[src/design/whpp_pkg.sv]
// Package for the windowed histogram peak picker: field widths, default sizes,
// controller state type and the command and status groups between controller
// and datapath. Depends on nothing.
`default_nettype none

package whpp_pkg;

  // Default sizes of the bin store and of the window list.
  localparam int MAX_BINS_DEF    = 1024;
  localparam int MAX_WINDOWS_DEF = 16;

  // Fixed payload widths.
  localparam int BIN_COUNT_W   = 24;
  localparam int PEAK_BIN_W    = 11;
  localparam int NUM_WINDOWS_W = 5;

  // Reset value of the window count register.
  localparam logic [NUM_WINDOWS_W-1:0] NUM_WINDOWS_RST = 5'd2;

  // Controller states.
  typedef enum logic [2:0] {
    ST_LOAD,
    ST_DIV,
    ST_WIN,
    ST_SCAN,
    ST_DRAIN,
    ST_RESULT,
    ST_EMIT
  } state_t;

  // Commands from the controller to the datapath.
  typedef struct packed {
    logic load;        // take bins from the input channel
    logic div_step;    // one step of the width divider
    logic pass_init;   // restart the window walk for a pass
    logic pass_sel;    // 1 selects the half-width shifted pass
    logic win_setup;   // work out the bounds of the current window
    logic scan_step;   // read the next bin of the current window
    logic fp_store;    // keep the window maximum as a first-pass peak
    logic next_win;    // advance to the next window
    logic out_load;    // put a result into the output register
    logic out_sel_fp;  // result comes from the first-pass store
  } cmd_t;

  // Status from the datapath to the controller.
  typedef struct packed {
    logic acc_last;   // last bin of the histogram transferred this cycle
    logic div_done;   // window width is ready
    logic win_empty;  // current window holds no bins
    logic scan_last;  // the last bin of the window is being read
    logic last_win;   // current window is the final one
    logic close_any;  // two neighbouring first-pass peaks are too close
    logic pass;       // shifted pass in progress
    logic out_free;   // output register can take a result this cycle
  } sts_t;

endpackage

`default_nettype wire

[src/design/whpp_ctrl.sv]
// Controller of the windowed histogram peak picker: sequences loading, the
// width division, both scan passes and result output. Depends on whpp_pkg.
`default_nettype none

module whpp_ctrl (
  input  wire              clk,
  input  wire              rst_n,
  input  whpp_pkg::sts_t   sts,
  output whpp_pkg::cmd_t   cmd
);

  whpp_pkg::state_t state_r;
  whpp_pkg::state_t state_nxt;

  // State register.
  always_ff @(posedge clk) begin
    if (!rst_n) begin
      state_r <= whpp_pkg::ST_LOAD;
    end else begin
      state_r <= state_nxt;
    end
  end

  // Next state and commands.
  always_comb begin
    state_nxt = state_r;
    cmd       = '0;
    unique case (state_r)
      whpp_pkg::ST_LOAD: begin
        cmd.load = 1'b1;
        if (sts.acc_last) begin
          state_nxt = whpp_pkg::ST_DIV;
        end
      end
      whpp_pkg::ST_DIV: begin
        if (!sts.div_done) begin
          cmd.div_step = 1'b1;
        end else begin
          cmd.pass_init = 1'b1;
          cmd.pass_sel  = 1'b0;
          state_nxt     = whpp_pkg::ST_WIN;
        end
      end
      whpp_pkg::ST_WIN: begin
        cmd.win_setup = 1'b1;
        state_nxt     = sts.win_empty ? whpp_pkg::ST_RESULT : whpp_pkg::ST_SCAN;
      end
      whpp_pkg::ST_SCAN: begin
        cmd.scan_step = 1'b1;
        if (sts.scan_last) begin
          state_nxt = whpp_pkg::ST_DRAIN;
        end
      end
      whpp_pkg::ST_DRAIN: begin
        // The last read word is compared in this cycle.
        state_nxt = whpp_pkg::ST_RESULT;
      end
      whpp_pkg::ST_RESULT: begin
        if (!sts.pass) begin
          // First pass: keep the peak, decide on a shifted pass at the end.
          cmd.fp_store = 1'b1;
          if (sts.last_win) begin
            cmd.pass_init = 1'b1;
            cmd.pass_sel  = sts.close_any;
            state_nxt     = sts.close_any ? whpp_pkg::ST_WIN : whpp_pkg::ST_EMIT;
          end else begin
            cmd.next_win = 1'b1;
            state_nxt    = whpp_pkg::ST_WIN;
          end
        end else if (sts.out_free) begin
          // Shifted pass: each window maximum goes straight out.
          cmd.out_load = 1'b1;
          if (sts.last_win) begin
            state_nxt = whpp_pkg::ST_LOAD;
          end else begin
            cmd.next_win = 1'b1;
            state_nxt    = whpp_pkg::ST_WIN;
          end
        end
      end
      whpp_pkg::ST_EMIT: begin
        if (sts.out_free) begin
          cmd.out_load   = 1'b1;
          cmd.out_sel_fp = 1'b1;
          if (sts.last_win) begin
            state_nxt = whpp_pkg::ST_LOAD;
          end else begin
            cmd.next_win = 1'b1;
          end
        end
      end
      default: begin
        state_nxt = whpp_pkg::ST_LOAD;
      end
    endcase
  end

endmodule

`default_nettype wire

[config.mk]
export PLATFORM = sky130hd
export DESIGN_NAME = whpp_ctrl
export DESIGN_NICKNAME = d
export VERILOG_FILES = /design/src/design/whpp_pkg.sv /design/src/design/whpp_ctrl.sv
export SDC_FILE = /design/constraint.sdc
export NUM_CORES = 1
export LEC_CHECK = 0
export ABC_AREA = 1
export BUFFER_PORTS_ARGS = -buffer_cell sky130_fd_sc_hd__buf_2
export CAP_MARGIN = 20
export CORE_AREA = 2 2 39 41
export DETAILED_ROUTE_END_ITERATION = 8
export DIE_AREA = 0 0 41 43
export GPL_ROUTABILITY_DRIVEN = 0
export PLACE_DENSITY_LB_ADDON = 0.2
export SYNTH_ARGS = -nofsm -noshare
export SYNTH_HDL_FRONTEND = slang
export SYNTH_SLANG_ARGS = --single-unit
[constraint.sdc]
create_clock -name clk -period 1.5 [get_ports clk]
set_clock_uncertainty 0.15 [all_clocks]
set_input_delay 0.3 -clock clk [delete_from_list [all_inputs] [get_ports clk]]
set_output_delay 0.3 -clock clk [all_outputs]
set_load 0.01 [all_outputs]
==> results.md, run 1 <==
- Status: complete, but fails checks
- Failing checks: negative setup slack
- Routed Antenna Nets: 0
- Die W: 41 um
- Worst-path clk slew: 40 ps
- DP HPWL: about 800 um
- Share of cells above drive strength 1: 56.73%
- Hold WC Path Type: primary input to register
- Hold Path Cell Cnt: 3
- CTS Buf Count: 3
- CTS Sinks: 3
- Class of the most critical setup path: register to output port
- Hold Vio Cnt, Final: 0
- # setup viols final: 6
- Worst-path maximum fanout: 4
- Fin crit share: 110.7%
- Area contributors post-synth: nand2_1, dfxtp_1, inv_1
- Grt ovf: 0
- DRT Pass-1 Iters: 3
- Rel. slew slack: 87.41%
- Hold buffer count at CTS: 0
- Number of flip-flops in the largest register: 3
- Ys flop type: dfxtp_1
- Initial antenna violation count: 0
- Average routed wire per standard cell: 8.867 um
- Iteration-0 DRC Markers: 6
- Leakage: 0.3767 nW
- Post-synth top cells: nand2_1, inv_1, nor2_1
- Clock tree buffer depth: 2
- Synth Warn #: 0
- CP Capture Type: output port
- Most common cell in the netlist: nand2_1
- WL final: ~1100 um
- PortBufs: 19
- Reg with most FFs: state_r
- Vias: 506
- Total placed instance area: 505.5 um^2
- Die area: 0.001763 mm^2
- Peak supply drop: between 0.0008 and 0.0009 V
- All-Layer GR Usage: a little over an eighth
- MaxCap Viol Count: 0
- Die H: between 40 and 50 um
- Root buffer cell: clkbuf_4
- EDFF count, synth: 0
- Worst r2r path cells: 10
- Worst path max stage delay: between 300 and 400 ps
- CP Launch Type: register
- Biggest regs: state_r: 3 flops
- Largest area contributor in the netlist: nand2_1
- Netlist cell types: 16
- Gate Count Post-Synth: 70
- CP max stage cell: dfxtp_4
- I/O Pins: 20
- WP data arrival: 1210 ps
- CTS tree: done
- Residual DRC count: 0
- Vias per std cell: 4.217
- Total chip power: approximately 0.92 mW
- Final WS setup: -159.8 ps
- Crit path depth: 5
- Core area: approximately 0.0014 mm^2
- Net Count, Synth: 80
- Skew-Pair Late Insertion Delay: 230 ps
- Largest net degree at the start of global routing: 7
- Fin crit period: 1660 ps
- Seq cells post-synth: 3
- Asr flop ratio synth: 0%
- Fmax: 602.5 MHz
- Pins Over Slew Limit: 0
- Area growth, synth to finish: 78.00%
- Layout Nets: 115
- Worst slew pin tran: 187.7 ps
- Vias in the first global route: roughly 430
- H-tree depth: 1
- Cell Chain, Critical Path: inv_4, nand3_4, buf_4, o31ai_2, buf_2
- CP delay by family, top: buffers and inverters
- Starting Density: 27.12%
- RSZ-0062 raised after global routing: true
- CP required: 1050 ps
- Sequential-to-total area share from yosys stat: 16.00%
- Power Dens Cells: 1382 mW/mm^2
- Syn Area/Cell: 5.362 um^2
- First-pass GRT wire length: 1580 um
- Mapped cell area: 375.4 um^2
- Area share of the largest cell type after synthesis: between 15 and 20%
- Final instance area: 668.1 um^2
- DP Worst Slack: -8.151 ps
- Std cell rows: 14
- # diodes: 0
- Worst Path Buf+Inv: 3
[stage by stage]
step	std cells	util (%)	hold slack, ps	TNS, ps
after global placement	107	36.53	406.5	-5.377
after global routing	120	48.28	173.0	-1390
after CTS	116	43.76	159.7	-719.3
final	120	48.28	163.7	-689.3
after detailed placement	107	36.53	411.1	-8.151
after floorplan	70	-	270.7	0
[cell families after synthesis]
logic type | after synthesis | share of synthesized area, %
DFF | 3 | 16.00
buffers and inverters | 17 | 17.00
and+or+nand+nor | 44 | 58.34
AOI/OAI and AO/OA | 6 | 8.664
[area by class of cell]
type,count,area (um^2)
multi-input cells,50,297.8
flip-flops and latches,3,71.32
well taps,16,20.02
repair buffers,30,183.9
inverters,17,68.82
clock buffers,4,26.28
fillers,145,715.7
[timing repair]
item                       in CTS  in global routing
setup endpoints to repair       9                 10
setup buffers                   5                  4
gates resized for setup        11                  8
pin swaps                       1                  3
gates cloned                    0                  0
[routing by layer]
metal / up-vias / global-route usage (%) / share of wire [%]
li1: 280 / - / -
met5: - / 0 / 0
met2: 10 / 20.00 / 52
met4: 0 / 2.000 / 0
met3: 0 / 6.283 / 5.0
met1: 216 / 16.40 / 43
[final timing paths]
kind | start | slack, ps | to
worst max-delay path | state_r[1] | -160 | cmd[1]
worst min-delay path | rst_n | 160 | state_r[0]
worst max register to register | state_r[1] | 90 | state_r[2]
worst min register to register | state_r[0] | 410 | state_r[0]
[cells in the final DEF (no fill, tap or decap), drive strengths merged]
cell	n
o21ai	2
a21oi	3
buf	30
nand3	4
nand4	1
nor3	1
nand2	21
clkbuf	4
dfxtp	3
nor2	17
o31ai	1
inv	17
[worst register-to-register path, delay by kind of cell, from the launching register on]
family        cells  cell delay, ps
buf+inv           2             290
flops             1             350
simple gates      8             510
[power breakdown]
group | internal, mW | switching [mW] | leakage (nW)
clock | 0.0993 | 0.0368 | 0.0150
combinational | 0.260 | 0.344 | 0.335
sequential | 0.128 | 0.0545 | 0.0267
total | 0.488 | 0.436 | 0.377
Power figures use the tool's default switching activity.
==> run 2, diff against run 1 <==
- CELL_PAD_IN_SITES_DETAIL_PLACEMENT: default -> 1
- CELL_PAD_IN_SITES_GLOBAL_PLACEMENT: default -> 2
- CORE_AREA: 2 2 39 41 -> 2 2 55 46
- DIE_AREA: 0 0 41 43 -> 0 0 57 48
==> run 2 against run 1 <==
The run still ends with negative setup slack left. Critical path depth grew 1. Routed wire length grew 21%. Die area grew 55%. First-iteration DRC count shrank 50%. Count of clock-buffer cells in the layout is the same.
==> results.md, run 2 (synthesis gave the netlist of run 1 again) <==
- # setup viols final: 7
- Number of flip-flops in the largest register: 3
- Clock tree buffer depth: 2
- Class of the most critical setup path: register to output port
- # diodes: 0
- NetSw: 0.5065 mW
- Total placed instance area: 539.3 um^2
- Worst Path Buf+Inv: 3
- CP max stage cell: dfxtp_4
- WP data arrival: roughly 1200 ps
- Initial antenna violation count: 0
- Combinational Power Share: 68.5%
- DP Cell Count: around 120
- Reg with most FFs: state_r
- Worst path max stage delay: 360 ps
- WL final: 1286 um
- Average routed wire per standard cell: roughly 10 um
- CP delay by family, top: simple AND/OR/NAND/NOR gates
- Fin crit period: 1668 ps
- Biggest regs: state_r: 3 flops
- Skew-Pair Late Insertion Delay: 230 ps
- Cell Chain, Critical Path: inv_4, nand3_4, nor3_4, inv_2, nor2_1, buf_2
- H-tree depth: 1
- All-Layer GR Usage: 9.415%
- Routed Antenna Nets: 0
- CTS Sinks: 3
- Fin crit share: 111.2%
- Hold Vio Cnt, Final: 0
- PortBufs: 19
- Grt ovf: 0
- Pins Over Slew Limit: 0
- CP Launch Type: register
- Vias per std cell: 4.092
- Clk network pwr share: 13.5%
- CP Capture Type: output port
- DP HPWL: slightly below 1000 um
- Starting Density: about 18%
- Core area: 0.002140 mm^2
- Root buffer cell: clkbuf_4
- Leakage: 0.4039 nW
- CTS Buf Count: 3
- Peak supply drop: 0.0006107 V
- Worst-path clk slew: 40 ps
- First-pass GRT wire length: 1959 um
- Final instance area: around 740 um^2
- MaxCap Viol Count: 0
- Vias in the first global route: ~460
- Sw Ratio: 47.77%
- Commonest non-fill, non-tap cell in the layout: nand2_1
- DRT Pass-1 Iters: 2
- Failing checks: negative setup slack
- RSZ-0062 raised after global routing: true
- Internal: 0.5539 mW
- Final Util: a little over a third
- Hold buffer count at CTS: 0
- Power Dens Cells: about 1400 mW/mm^2
- I/O Pins: 20
- Worst slew pin tran: around 190 ps
- Residual DRC count: 0
- Most frequent cells in the layout: nand2_1, buf_2, inv_1, buf_4, nor2_1
- Std cell rows: 15
- Hold WC Path Type: primary input to register
- Die W: 57 um
- Area growth, synth to finish: 97.67%
- Largest net degree at the start of global routing: 7
- Die area: ~0.0027 mm^2
- Final WS setup: -168.3 ps
- Iteration-0 DRC Markers: 3
- Fmax: 599.4 MHz
- Final cell count without fillers: 130
- Die H: 48 um
- Worst hold margin: 170.8 ps
- Layout Nets: roughly 120
- Sequential fraction of design power: 18.0%
- Vias: 532
- Share of cells above drive strength 1: 60.00%
- Status: complete, but fails checks
- Worst-path maximum fanout: 5
- Rel. slew slack: 87.33%
- CTS tree: done
- CP required: ~1100 ps
run 2: metal layers:
layer  vias up  GRT usage, %  part of all wire (%)
li1        280             -                     -
met1       243         12.15                    45
met2         9         16.55                    52
met3         0        0.8108                   3.3
met4         0         4.186                     0
met5         -             0                     0
run 2: path summary, 6_finish.rpt:
check	start	end	slack, ps	cells after the start
worst max-delay path	state_r[1]	cmd[6]	-170	6
worst min-delay path	rst_n	state_r[0]	170	3
worst min register to register	state_r[0]	state_r[0]	420	2
worst max register to register	state_r[0]	state_r[2]	60	9
run 2: through the flow:
step	setup WS [ps]	power, mW	setup TNS [ps]
2_1_floorplan	1.616	0.4865	0
3_3_place_gp	-6.178	0.6837	-6.178
3_5_place_dp	3.241	0.6787	0
4_1_cts	-172.2	0.9632	-759.6
5_1_grt	-237.3	1.160	-1400
6_report	-168.3	1.060	-730.6
run 2: what timing repair did:
item	CTS	global route
resized for setup	17	16
endpoints found under the setup margin	10	12
buffers inserted	3	4
pin swaps	2	4
run 2: final cells by class:
| class | count | area (um^2) |
|---|---|---|
| Tap cell | 25 | 31.28 |
| Clock buffer | 4 | 26.28 |
| Inverter | 17 | 73.82 |
| Multi-Input combinational cell | 50 | 324.1 |
| Fill cell | 284 | 1398 |
| Sequential cell | 3 | 71.32 |
| Timing Repair Buffer | 31 | 215.2 |
run 2: power groups by stage:
| stage | combinational (mW) | sequential, mW | clock [mW] |
|---|---|---|---|
| after global routing | 0.801 | 0.199 | 0.160 |
| final | 0.727 | 0.191 | 0.143 |
| after detailed placement | 0.530 | 0.148 | 0 |
| after global placement | 0.537 | 0.147 | 0 |
| after floorplan | 0.340 | 0.147 | 0 |
| after CTS | 0.644 | 0.166 | 0.153 |
run 2: worst reg2reg max path: stages, from the launching register on:
cell and delay, ps:
dfxtp_4 370, inv_2 150, nor2_4 50, nand3_2 80, buf_4 110, nand2_2 50, nor2_4 100, nand2_2 80
nor2_1 130, nor2_2 60
==> run 3, diff against run 2 <==
- CORE_AREA: 2 2 55 46 -> 2 2 52 44
- DIE_AREA: 0 0 57 48 -> 0 0 54 46
- clock period: 1.5 -> 2.2 ns (I/O delays scaled with it)
==> run 3 against run 2 <==
The run now ends clean. Worst hold slack better by 130 ps. Sequential power down 45%. Critical path depth rose by 1. Utilization down 8.6 points. Count of clock-buffer cells in the layout unchanged. Sequential share of layout area rose by 1.8 points. First-iteration DRC count did not move. Power shrank 52%. Global-route usage down 0.29 points. Via count fell by 13%. Setup slack improved by 460 ps. Non-clock buffer count decreased by 12.
==> results.md, run 3 (synthesis gave the netlist of run 1 again) <==
- Status: finished, final reports clean
- Class of the most critical setup path: register to output port
- Commonest non-fill, non-tap cell in the layout: buf_2
- Final WS setup: 287.0 ps
- Peak supply drop: 0.0003350 V
- H-tree depth: 1
- Reg with most FFs: state_r
- Final cell count without fillers: 118
- Core area: 0.002027 mm^2
- Fin crit period: 1913 ps
- # resized after CTS: 0
- First-pass GRT wire length: 1559 um
- WL final: 1021 um
- DP Worst Slack: 495.8 ps
- Grt ovf: 0
- PortBufs: 19
- Vias per std cell: between 3 and 4
- Final instance area: 528.0 um^2
- Power Dens Cells: 965.1 mW/mm^2
- Starting Density: 18.52%
- Die W: roughly 54 um
- Residual DRC count: 0
- DP Cell Count: 114
- Vias in the first global route: 385
- CTS Buf Count: 3
- Number of flip-flops in the largest register: 3
- Fmax: approximately 520 MHz
- CP required: between 1500 and 2000 ps
- CP max stage cell: dfxtp_1
- Iteration-0 DRC Markers: 3
- Rel. slew slack: 85.69%
- All-Layer GR Usage: between 9 and 10%
- Cell Chain, Critical Path: nand2_1, nor2_1, inv_1, nor2_2, inv_2, a21oi_1, buf_2
- Worst-path clk slew: 40 ps
- Skew-Pair Late Insertion Delay: 230 ps
- Fin crit share: 86.95%
- Die area: 0.002484 mm^2
- CP Launch Type: register
- # setup viols final: 0
- Worst slew pin tran: approximately 210 ps
- Initial antenna violation count: 0
- Postcts setup bufs: 0
- Leakage: 0.3157 nW
- Routed Antenna Nets: 0
- Layout Nets: ~100
- Die H: 46 um
- RSZ-0062 raised after global routing: false
- Total placed instance area: 501.7 um^2
- Root buffer cell: clkbuf_4
- Most frequent cells in the layout: buf_2, nand2_1, inv_1, nor2_1
- Worst hold margin: 304.8 ps
- Share of cells above drive strength 1: between 40% and 50%
- Hold Vio Cnt, Final: 0
- Worst-path maximum fanout: 4
- MaxCap Viol Count: 0
- Clock tree buffer depth: 2
- I/O Pins: 20
- CP Capture Type: output port
- CTS tree: done
- Hold WC Path Type: primary input to register
- Largest net degree at the start of global routing: 7
- WP data arrival: 1320 ps
- DRT Pass-1 Iters: 2
- Biggest regs: state_r: 3 flops
- Average routed wire per standard cell: roughly 8.7 um
- DP HPWL: 928.8 um
- Std cell rows: 15
- Vias: 465
- Area growth, synth to finish: 40.67%
- CTS Sinks: 3
- Worst path max stage delay: around 400 ps
- Setup_tns: 0 ps
- Hold buffer count at CTS: 0
- Pins Over Slew Limit: 0
- # diodes: 0
run 3: layout make-up:
class | count | area, um^2
Sequential cell | 3 | 60.06
Multi-Input combinational cell | 50 | 251.5
Clock buffer | 4 | 26.28
Tap cell | 25 | 31.28
Timing Repair Buffer | 19 | 95.09
Fill cell | 279 | 1499
Inverter | 17 | 63.81
run 3: report_power, final:
part	internal, mW	switching (mW)
combinational	0.112	0.197
clock	0.0679	0.0275
sequential	0.0755	0.0293
run 3: path summary, 6_finish.rpt:
path / start / endpoint / slack (ps) / cells after the start
worst max-delay path: state_r[1] / cmd[2] / 290 / 7
worst min-delay path: rst_n / state_r[0] / 300 / 3
worst max register to register: state_r[0] / state_r[1] / 830 / 9
worst min register to register: state_r[0] / state_r[0] / 430 / 2
run 3: critical path, delay by kind of cell (launching register included):
| kind | cells | cell delay [ps] |
|---|---|---|
| flops | 1 | 400 |
| simple gates | 3 | 320 |
| buf+inv | 3 | 250 |
| compound gates | 1 | 110 |
run 3: metal layers:
metal  track usage (%)  vias up  share of wire, %
met5                 0        -                 0
met4             4.500        0                 0
met3             2.961        0               4.2
met2             13.90        9                44
met1             11.52      202                52
li1                  -      254                 -
run 3: per-stage QoR:
step / power (mW) / util [%]
2_1_floorplan: 0.3317 / -
3_3_place_gp: 0.4268 / 24.75
3_5_place_dp: 0.4240 / 24.75
4_1_cts: 0.5243 / 26.05
5_1_grt: 0.5720 / 26.05
6_report: 0.5096 / 26.05
